===== config.mk =====
export PLATFORM = sky130hd
export DESIGN_NAME = cht_ram
export DESIGN_NICKNAME = d
export VERILOG_FILES = /design/src/rtl/cht_ram.sv
export SDC_FILE = /design/constraint.sdc
export NUM_CORES = 1
export LEC_CHECK = 0
export CAP_MARGIN = 20
export CORE_ASPECT_RATIO = 1.4
export CORE_MARGIN = 2
export CORE_UTILIZATION = 35
export DETAILED_ROUTE_END_ITERATION = 7
export DONT_BUFFER_PORTS = 1
export PLACE_DENSITY = 0.47
export SYNTH_ARGS = -nofsm -noshare
export SYNTH_HDL_FRONTEND = slang
export SYNTH_SLANG_ARGS = --single-unit

===== constraint.sdc =====
create_clock -name clock -period 2.8 [get_ports clock]
set_input_delay 0.28 -clock clock [delete_from_list [all_inputs] [get_ports clock]]
set_output_delay 0.28 -clock clock [all_outputs]
set_load 0.005 [all_outputs]

===== src/rtl/cht_ram.sv =====
`default_nettype none
module cht_ram #(
   parameter int WIDTH = 8,
   parameter int DEPTH = 16
) (
   input  wire logic                     clock,
   input  wire logic                     wr_en,
   input  wire logic [$clog2(DEPTH)-1:0] wr_addr,
   input  wire logic [WIDTH-1:0]         wr_data,
   input  wire logic                     rd_en,
   input  wire logic [$clog2(DEPTH)-1:0] rd_addr,
   output logic      [WIDTH-1:0]         rd_data
);

   logic [WIDTH-1:0] mem_ff [DEPTH];

   // Write port
   always_ff @(posedge clock) begin
      if (wr_en) begin
         mem_ff[wr_addr] <= wr_data;
      end
   end

   // Registered read port
   always_ff @(posedge clock) begin
      if (rd_en) begin
         rd_data <= mem_ff[rd_addr];
      end
   end

endmodule
`default_nettype wire


; ---- After elaboration in Yosys (flattened, before gate mapping)
; Memories as Yosys holds them, arrays and structs flattened. A register that Yosys moved wholly into a read port is not among the register bits.
; Index checks and enable logic that the tools add are counted.
[totals]
reg_bits = 0
latchBits = 0
ram_bits = 128
romBits = 0
inputBits = 19
out_inout_bits = 8
word_cells = 3
mem_count = 1
[classes]
n_addsub = 0
multipliers = 0
div_mod_pow = 0
n_lt_le_gt_ge = 0
eq_ne = 0
shifts = 0
muxes = 2
bitwise = 0
n_reduce_logical = 0
[memory_table]
columns = memory, words, word_bits, rd, rd_clocked_by_memory_dff, wr, line
row1 = mem_ff, 16, 8, 1, 1, 1, 15  ; logic [WIDTH-1:0] mem_ff [DEPTH];
[op_table]
columns = operator, n
row1 = 1-bit 2-to-1 mux, 2

; ---- Longest topological paths before layout
; Gate-level depths: netlist of the first run.
[depth]
depth_word = 2
ltp_mapped = 5
depth_no_buf = 3

; ---- Worst setup path after synthesis of the first run
; Ideal clock, no wire load.
[synth_timing]
path_kind = input-to-reg
from = input port wr_addr[2]
to = memory mem_ff[0][0], enable pin
setup_time_ns = 0.383
arrival_ns = 1.390
required_ns = 2.417
path_slack_ns = 1.027
stages = 2
path_buffers = 0
path_cell_list = or3b_2 -> nor3_1
[synth_lines]
columns = item, line
row1 = from (decl), 8  ; input wire logic [$clog2(DEPTH)-1:0] wr_addr,
row2 = to (decl), 15
; No word-level cell before the write port.

==> results of run 1 <==
-- worst max-delay path: stages (launching register included) --
cell and delay, ns:
edfxtp_1 0.38, mux4_1 0.53, a22oi_1 0.31, nand2_1 0.10
-- cells by family after synthesis --
kind of cell	synth area share, %
buffers and inverters	1.65
AO/OA/AOI/OAI	2.30
multiplexers	14.8
flip-flops	78.1
AND/OR/NAND/NOR	3.14
-- cell usage in the layout (no fill, tap or decap) --
| cell type | instances |
|---|---|
| clkinvlp_4 | 1 |
| bufinv_16 | 3 |
| nor3_1 | 4 |
| clkinv_1 | 4 |
| nand2b_1 | 2 |
| mux4_1 | 14 |
| dlygate4sd3_1 | 9 |
| edfxtp_1 | 136 |
| nor2_1 | 13 |
| and2_1 | 1 |
| nand2_1 | 9 |
| nor2b_1 | 1 |
| and2b_1 | 1 |
| clkbuf_1 | 3 |
| mux4_2 | 18 |
| nand3b_1 | 2 |
| buf_4 | 11 |
| clkinv_2 | 4 |
| clkbuf_16 | 17 |
| or3b_2 | 1 |
| a22oi_1 | 16 |
| nand3_1 | 1 |
-- registers in the layout, indices dropped and copies added (netlist names) --
name / count
mem_ff: 128
rd_data: 8
-- worst min path at each step --
stage / start / end / slack [ns]
3_3_place_gp: wr_data[4] / mem_ff[2][4] / 0.38
4_1_cts: wr_addr[0] / mem_ff[0][2] / 0.22
2_1_floorplan: wr_data[0] / mem_ff[0][0] / 0.38
5_1_grt: wr_addr[0] / mem_ff[0][3] / 0.21
6_report: wr_addr[0] / mem_ff[0][2] / 0.23
3_5_place_dp: wr_data[4] / mem_ff[2][4] / 0.38
-- final cells by class --
class	instances	area (sq um)	share of cell area [%]
clock buffer	20	437	7.14
tap	189	236	3.86
multi-input combinational	83	1060	17.3
clock inverter	12	133	2.17
sequential	136	4080	66.7
timing repair buffer	20	173	2.82
-- stage by stage --
step / utilization [%] / instances
floorplan: - / 229
global placement: 37.6 / 419
detailed placement: 37.6 / 419
CTS: 42.2 / 460
global route: 42.2 / 460
finish: 42.2 / 460
-- routing by layer --
metal	wire, um	vias to the layer above
li1	-	1039
met1	4440	1215
met2	5320	48
met3	386	5
met4	110	0
met5	0	-
-- power by group --
part,switching [uW],total [uW],internal (uW)
clock network,765,2140,1380
logic,85.5,161,75.9
registers,13.0,2310,2300
total,864,4610,3750
==> summary.txt, run 1 <==
Timing
  • Final TNS setup: 0 ns
  • RSZ-0062 raised after global routing: no
  • Final hold viol count: 0
  • Headroom to the max-slew limit: a little over two fifths
  • Final Max Slew Viols: 0
  • Max Freq: about 0.64 GHz
  • Final worst slack: roughly 1.2 ns
  • Slew @ Worst Pin: 0.861 ns
  • Fraction of the cycle the final worst path needs: a little under three fifths
  • Crit path time final: 1.57 ns
  • Worst Skew: 0.00664 ns
  • Hold_ws: 0.233 ns
  • Setup-failing EPs final: 0

Clock network
  • CTS Sinks: 136
  • Clk pin slew, worst setup/hold paths: 0.06 ns
  • Max clock buf depth: 2
  • Post_cts resized: 0
  • Setup Buffers After CTS: 0
  • Total CTS buffers: 17
  • Clk Tree Root Cell: clkbuf_16
  • Hold-fix buffers at CTS: 9
  • Skew-Pair Late Insertion Delay: 0.40 ns
  • H-tree levels: 4
  • CTS tree: yes

Worst setup path
  • CP startpoint kind: register
  • Critical path arrival: 1.72 ns
  • R2r setup slk: 1.23 ns
  • WS Path Type: reg2reg
  • Crit path to: rd_data[1]
  • Crit end category: register
  • Reg-to-Reg End: rd_data[1]
  • Worst-path maximum fanout: 1
  • Cells on worst reg2reg path: 3
  • Setup crit start: mem_ff[3][1]
  • Worst Path Required: about 3.0 ns
  • Reg2reg start: mem_ff[3][1]

GRT
  • GRT overflow: 0
  • Met2 Usage GRT: 23.7%
  • M3 GR Usage: 4.29%
  • GRT Total Usage: 14.3%
  • First-pass GRT wire length: 15.6 mm
  • Vias in the first global route: ~2500
  • GRT busiest layer: met2
  • Antenna violations before repair: 0
  • GR Util met1: between 15 and 20%
  • Largest net degree at the start of global routing: 33

Synthesis
  • Synth area leaders: edfxtp_1, mux4_2, mux4_1
  • Syn Inst Count: 229
  • Top cells by count, synth: edfxtp_1, mux4_2, a22oi_1
  • Top-count cell post-synth: edfxtp_1
  • Synth cell types: 18
  • Number of synthesized flops with an enable pin: 136
  • Top FF cell, synth: edfxtp_1
  • Yosys top cell by area: edfxtp_1
  • Area share of the largest cell type after synthesis: 78.1%
  • Syn. warnings: 0
  • Synth Cell Area: 5230 sq um
  • FF+latch count, synth: 136
  • Post-synth net total: around 250
  • Syn avg cell area: approximately 23 sq um
  • Register area share after synthesis: 78.1%
  • Ys async rst share: 0%

Routing
  • Via count: 2307
  • Final ANT Viol Nets: 0
  • DR WL/cell: 22.3 um
  • Initial DRC count: 141
  • DRC viols: 0
  • Drt first pass iters: 7
  • Vias per std cell: 5.02
  • Drt total wl: between 10 and 15 mm

Run
  • Max Cap Viol: 0

Placement
  • Post-DP Area: 5460 sq um
  • Placer Congestion: between 0.6 and 0.7
  • Number of port buffers: 0
  • Setup slack at placement: 1.03 ns
  • Post-DP HPWL: about 6.6 mm

Floorplanning
  • Core ar.: approximately 15000 sq um
  • Starting Density: between 30% and 40%
  • Die Y: about 150 um
  • Site Rows: 52
  • Die W: roughly 110 um
  • I/O pin count: 27
  • Full die area: 15900 sq um

Min path
  • Hold Path Class: in2reg
  • WHS Path Cells: 2

Power and ir drop
  • Post-layout power: roughly 4600 uW
  • Worst vdd ir: 0.368 mV
  • Leakage: just under 0.002 uW
  • Pwr dens: between 700 and 800 nW/um^2

Final layout
  • N_diodes: 0
  • Fillers: roughly 1300
  • Layout area overhead: 17.1%
  • Share of cells above drive strength 1: 20.3%
  • Final Net Count: between 200 and 300
  • Cell area after layout: about 6100 sq um

Status
  • Status: finished clean
(Power assumes the default switching activity.)
==> inputs of run 2 (changes only) <==
--- a/config.mk
+++ b/config.mk
@@ -11,7 +11,7 @@
 export CORE_UTILIZATION = 35
 export DETAILED_ROUTE_END_ITERATION = 7
 export DONT_BUFFER_PORTS = 1
-export PLACE_DENSITY = 0.47
+export PLACE_DENSITY = 0.49
 export SYNTH_ARGS = -nofsm -noshare
 export SYNTH_HDL_FRONTEND = slang
 export SYNTH_SLANG_ARGS = --single-unit
==> constraint.sdc (replaced) <==
create_clock -name clock -period 1.4 [get_ports clock]
set_input_delay 0.14 -clock clock [delete_from_list [all_inputs] [get_ports clock]]
set_output_delay 0.14 -clock clock [all_outputs]
set_load 0.005 [all_outputs]
==> summary.txt, run 2 (same netlist as run 1, synthesis figures left out) <==
Routing
  • Final ANT Viol Nets: 0 (unchanged)
  • Drt first pass iters: 4 (-3)
  • DR WL/cell: 23.1 um (+3.4%)
  • Drt total wl: 10.8 mm (+5.0%)
  • Via count: 2367 (+2.6%)
  • DRC viols: 0 (unchanged)
  • Vias per std cell: 5.07 (+1.1%)
  • Initial DRC count: 171 (+21%)

GRT
  • First-pass GRT wire length: 16.2 mm (+3.4%)
  • Largest net degree at the start of global routing: 33 (unchanged)
  • GRT overflow: 0 (unchanged)
  • GRT Total Usage: 14.5% (+0.21 points)
  • Antenna violations before repair: 0 (unchanged)
  • Vias in the first global route: 2691 (+6.2%)

Final layout
  • Leading cell types in the layout, fill and taps excluded: edfxtp_1, mux4_2, buf_4
  • N_diodes: 0 (unchanged)
  • Reg with most FFs: mem_ff
  • Cell area after layout: 6260 sq um (+2.2%)
  • Final Net Count: 285 (+2.9%)
  • Largest register FFs: 128 (unchanged)
  • Fillers: 1235 (-1.8%)
  • Post-route core utilization: 43.1% (+0.95 points)
  • FF+latch area: 4080 sq um (unchanged)
  • Top flop regs: mem_ff: 128 flops, rd_data: 8 flops
  • Layout Cells excl Fill: 467 (+1.5%)
  • Layout area overhead: 19.7%
  • Most common cell after layout, fill and taps aside: edfxtp_1
  • Area occupied by multi-input gates: 1070 sq um (+1.3%)
  • Share of cells above drive strength 1: 31.7% (+11 points)

Floorplanning
  • Site Rows: 52 (unchanged)
  • Full die area: 15900 sq um (unchanged)
  • Die W: 107 um (unchanged)
  • Core ar.: 14500 sq um (unchanged)
  • I/O pin count: 27 (unchanged)
  • Starting Density: 36.0% (unchanged)
  • Die Y: 149 um (unchanged)

Timing
  • Final hold viol count: 0 (unchanged)
  • Headroom to the max-slew limit: 29.9% (-12 points)
  • Worst Skew: 0.00421 ns (-0.00244 ns)
  • Hold_ws: 0.106 ns (-0.128 ns)
  • Setup-failing EPs final: 3 (+3)
  • Crit path time final: 1.42 ns (-0.150 ns)
  • RSZ-0062 raised after global routing: yes
  • Max Freq: 0.703 GHz (+11%)
  • Fraction of the cycle the final worst path needs: 102% (+45 points)
  • Final worst slack: -0.0223 ns (-1.25 ns)
  • Final Max Slew Viols: 0 (unchanged)
  • Slew @ Worst Pin: 1.05 ns (+0.187 ns)

Placement
  • Post-DP Area: 5530 sq um (+1.2%)
  • Post-DP HPWL: 6.76 mm (+3.0%)
  • Placer Congestion: 0.675 (-3.5%)
  • Dpl cells: 427 (+1.9%)
  • Number of port buffers: 0 (unchanged)

Worst setup path
  • Critical path arrival: 1.56 ns (-0.16 ns)
  • CP max stage delay: 0.47 ns (-0.06 ns)
  • WS Path Type: reg2reg
  • CP startpoint kind: register
  • Worst-path maximum fanout: 1 (unchanged)
  • Crit end category: register
  • Critical-path top delay cell: mux4_2
  • Worst Path Required: 1.54 ns (-1.41 ns)
  • Worst-path cell chain: mux4_2, a22oi_2, nand2_1

Clock network
  • Total CTS buffers: 17 (unchanged)
  • Clk pin slew, worst setup/hold paths: 0.06 ns (about the same)
  • CTS Sinks: 136 (unchanged)
  • Max clock buf depth: 2 (unchanged)
  • Skew-Pair Late Insertion Delay: 0.41 ns (about the same)
  • H-tree levels: 4 (unchanged)
  • Clk Tree Root Cell: clkbuf_16
  • CTS tree: yes

Power and ir drop
  • Pwr dens: 1560 nW/um^2 (+110%)
  • Sw frac: 18.7% (about the same)
  • Combinational share of power: 3.6% (about the same)
  • Clk pwr share: 48.9% (+2.4 points)
  • Net Switching: 1820 uW (+110%)
  • Worst vdd ir: 0.681 mV (+85%)
  • Internal Power: 7910 uW (+110%)
  • Flop pwr share: 47.5% (-2.5 points)
  • Leakage: 0.00201 uW (+1.3%)

Status
  • Status: finished, violations left
  • Violations in the final reports: negative setup slack

Run
  • Max Cap Viol: 0 (unchanged)

Min path
  • Hold Path Class: in2reg
## run 2: changes by cell type in the layout (fill, tap and decap cells not counted), sizes merged
cell / before / now
inv: 0 / 1
buf: 11 / 19
clkinv: 8 / 4
clkbuf: 20 / 19
bufinv: 3 / 5
clkinvlp: 1 / 2
## run 2: layout make-up
class / count / area share, %
Clock buffer: 19 / 6.92
Clock inverter: 12 / 3.20
Multi-Input combinational cell: 83 / 17.1
Sequential cell: 136 / 65.3
Tap cell: 189 / 3.78
Timing Repair Buffer: 28 / 3.72
## run 2: final timing paths
path,startpoint,to,slack [ns],cells past startpoint
hold / removal,wr_addr[1],mem_ff[0][3],0.11,2
hold reg to reg,mem_ff[15][2],rd_data[2],0.75,3
setup reg to reg,mem_ff[1][0],rd_data[0],-0.02,3
setup / recovery,mem_ff[1][0],rd_data[0],-0.02,3
## run 2: metrics by stage
step | setup slack (ns) | TNS (ns) | total power, uW
global route | -0.0696 | -0.371 | 10000
floorplan | -0.0160 | -0.236 | 4930
detailed placement | -0.152 | -0.609 | 4960
CTS | -0.0316 | -0.0831 | 9820
global placement | -0.118 | -0.549 | 4960
finish | -0.0223 | -0.0368 | 9730
## run 2: what timing repair did
item                                    4_1_cts  5_1_grt
setup buffers                                 0        0
hold buffers                                  9        0
endpoints found under the setup margin        8        8
hold endpoints to repair                    136        0
pin swaps                                     8        4
gates resized for setup                      15        6
## run 2: power groups by stage
stage	Clock, uW	Combinational (uW)	Sequential [uW]
2_1_floorplan	0	235	4690
3_3_place_gp	0	259	4700
3_5_place_dp	0	259	4700
4_1_cts	4850	354	4620
5_1_grt	5010	379	4630
6_report	4760	354	4620
## run 2: critical path, delay by kind of cell (launching register included)
family	cells	cell delay (ns)
AOI/OAI and AO/OA	1	0.19
DFF	1	0.37
muxes	1	0.47
and+or+nand+nor	1	0.12
## run 2: per-layer routing
layer | up-vias | share of wire, % | global-route usage (%)
li1 | 1042 | - | -
met1 | 1256 | 40 | 16.9
met2 | 59 | 54 | 25.3
met3 | 10 | 4.6 | 3.86
met4 | 0 | 1.4 | 6.04
met5 | - | 0 | 0
==> inputs of run 3 (changes only) <==
--- a/config.mk
+++ b/config.mk
@@ -8,10 +8,11 @@
 export CAP_MARGIN = 20
 export CORE_ASPECT_RATIO = 1.4
 export CORE_MARGIN = 2
-export CORE_UTILIZATION = 35
+export CORE_UTILIZATION = 55
 export DETAILED_ROUTE_END_ITERATION = 7
 export DONT_BUFFER_PORTS = 1
-export PLACE_DENSITY = 0.49
+export PLACE_DENSITY = 0.71
 export SYNTH_ARGS = -nofsm -noshare
 export SYNTH_HDL_FRONTEND = slang
 export SYNTH_SLANG_ARGS = --single-unit
+export TNS_END_PERCENT = 1
==> summary.txt, run 3 (same netlist as run 1, synthesis figures left out) <==
Status
  • Status: finished, violations left
  • Violations in the final reports: negative setup slack

Final layout
  • Post-route core utilization: 64.7% (+22 points)
  • Leading cell types in the layout, fill and taps excluded: edfxtp_1, mux4_2, buf_4
  • Fillers: 637 (-48%)
  • Reg with most FFs: mem_ff
  • Final Net Count: 289 (+1.4%)
  • Share of cells above drive strength 1: 32.0% (+0.36 points)
  • Largest register FFs: 128 (unchanged)
  • Layout area overhead: 15.7%
  • Top flop regs: mem_ff: 128 flops, rd_data: 8 flops
  • Most common cell after layout, fill and taps aside: edfxtp_1

Min path
  • WHS Endpoint: mem_ff[0][4]
  • WHS Path Cells: 2 (unchanged)
  • Hold Path Class: in2reg
  • Hold Path Origin: wr_addr[1]

Routing
  • Drt first pass iters: 4 (unchanged)
  • DR WL/cell: 25.8 um (+12%)
  • DRC viols: 0 (unchanged)
  • Final ANT Viol Nets: 0 (unchanged)
  • Via count: 2432 (+2.7%)
  • Drt total wl: 10.0 mm (-6.8%)
  • Vias per std cell: 6.25 (+23%)
  • Initial DRC count: 215 (+26%)

Placement
  • Number of port buffers: 0 (unchanged)
  • Post-DP HPWL: 6.08 mm (-10%)
  • Placer Congestion: 0.763 (+13%)
  • Setup slack at placement: -0.0882 ns (+0.0642 ns)

Power and ir drop
  • Clk pwr share: 43.0% (-5.9 points)
  • Net Switching: 1620 uW (-11%)
  • Pwr dens: 1450 nW/um^2 (-7.1%)
  • Leakage: 0.00196 uW (-2.1%)
  • Worst vdd ir: 0.945 mV (+39%)
  • Internal Power: 7120 uW (-10%)
  • Post-layout power: 8740 uW (-10%)
  • Combinational share of power: 4.0% (+0.4 points)
  • Flop pwr share: 52.9% (+5.4 points)
  • Sw frac: 18.6% (-0.12 points)

Floorplanning
  • I/O pin count: 27 (unchanged)
  • Die W: 86.4 um (-19%)
  • Core ar.: 9350 sq um (-36%)
  • Site Rows: 42 (-19%)
  • Die Y: 119 um (-20%)
  • Full die area: 10300 sq um (-35%)
  • Starting Density: 55.9% (+20 points)

Worst setup path
  • Setup crit start: mem_ff[2][6]
  • Critical-path top delay cell: mux4_2
  • CP startpoint kind: register
  • Cells on worst reg2reg path: 3 (unchanged)
  • WS Path Type: reg2reg
  • Sum of buffers and inverters on the critical path: 0 (unchanged)
  • Worst-path cell chain: mux4_2, a22oi_2, nand2_1
  • CP max stage delay: 0.48 ns (about the same)
  • Reg2reg start: mem_ff[2][6]
  • Critical path arrival: 1.55 ns (about the same)
  • Worst Path Required: 1.55 ns (about the same)
  • Worst-path maximum fanout: 1 (unchanged)
  • R2r setup slk: -0.008 ns (about the same)
  • Reg-to-Reg End: rd_data[6]
  • Crit end category: register
  • Crit path max-delay family: multiplexers

Clock network
  • Total CTS buffers: 17 (unchanged)
  • H-tree levels: 4 (unchanged)
  • Skew-Pair Late Insertion Delay: 0.40 ns (about the same)
  • Clk pin slew, worst setup/hold paths: 0.05 ns (about the same)
  • Setup Buffers After CTS: 0 (unchanged)
  • Clk Tree Root Cell: clkbuf_16
  • CTS tree: yes
  • Max clock buf depth: 2 (unchanged)
  • CTS Sinks: 136 (unchanged)

Timing
  • Crit path time final: 1.41 ns (-0.0142 ns)
  • RSZ-0062 raised after global routing: yes
  • Worst Skew: 0.00680 ns (+0.00259 ns)
  • Headroom to the max-slew limit: 37.4% (+7.5 points)
  • Slew @ Worst Pin: 0.936 ns (-0.112 ns)
  • Final hold viol count: 0 (unchanged)
  • Fraction of the cycle the final worst path needs: 101% (-1.0 points)
  • Max Freq: 0.710 GHz (+1.0%)
  • Final worst slack: -0.00815 ns (+0.0142 ns)
  • Final Max Slew Viols: 0 (unchanged)
  • Final TNS setup: -0.00815 ns (+0.0287 ns)
  • Setup-failing EPs final: 1 (-2)

Run
  • Max Cap Viol: 0 (unchanged)

GRT
  • GRT overflow: 0 (unchanged)
  • GRT Total Usage: 21.7% (+7.1 points)
  • First-pass GRT wire length: 15.3 mm (-5.3%)
  • Largest net degree at the start of global routing: 33 (unchanged)
  • Antenna violations before repair: 1 (+1)
  • Vias in the first global route: 2565 (-4.7%)
[run 3: changes by cell type in the layout (fill, tap and decap cells not counted), moves of 2 or more]
| cell | change |
|---|---|
| bufinv_16 | -4 |
| buf_4 | +4 |
| mux4_2 | +2 |
| clkinv_1 | +2 |
| clkinv_4 | -2 |
| clkinvlp_4 | -2 |
| mux4_1 | -2 |
| clkinv_2 | +3 |
[run 3: stage by stage]
stage / area [sq um] / hold WS (ns) / std cells
floorplan: 5230 / 0.239 / 229
global placement: 5460 / 0.240 / 352
detailed placement: 5460 / 0.240 / 352
CTS: 6050 / 0.0616 / 388
global route: 6050 / 0.0669 / 389
finish: 6050 / 0.0806 / 389
[run 3: layout make-up]
cell class | count | area (sq um) | area share, %
Timing Repair Buffer | 32 | 263 | 4.34
Tap cell | 110 | 138 | 2.28
Antenna cell | 1 | 2.50 | 0.0414
Clock inverter | 8 | 61.3 | 1.01
Clock buffer | 19 | 433 | 7.16
Sequential cell | 136 | 4080 | 67.5
Multi-Input combinational cell | 83 | 1070 | 17.7
[run 3: worst max-delay path by stage]
stage | endpoint | cells after the start
after CTS | rd_data[6] | 3
final | rd_data[6] | 3
after floorplan | rd_data[1] | 5
after detailed placement | rd_data[3] | 3
after global placement | rd_data[1] | 3
after global routing | rd_data[6] | 3
[run 3: power by group through the flow]
stage               clock [uW]  combinational (uW)  sequential, uW
finish                    3760                 352            4630
global route              3970                 378            4630
CTS                       3830                 345            4630
detailed placement           0                 252            4710
global placement             0                 249            4700
floorplan                    0                 232            4690
[run 3: worst register-to-register path, cell delays in order (launching register included)]
cell and delay [ns]:
edfxtp_1 0.41, mux4_2 0.49, a22oi_2 0.16, nand2_1 0.09
[run 3: what timing repair did]
| action | in CTS | in global routing |
|---|---|---|
| pin swaps | 5 | 9 |
| resized for setup | 13 | 11 |
| hold endpoints to repair | 136 | 0 |
| hold buffers | 9 | 0 |
| setup endpoints to repair | 8 | 8 |
[run 3: routing by layer]
metal,track usage (%),wire length [um],vias up
li1,-,-,1052
met1,27.6,3990,1266
met2,34.9,5360,104
met3,6.72,572,10
met4,8.50,112,0
met5,0,0,-
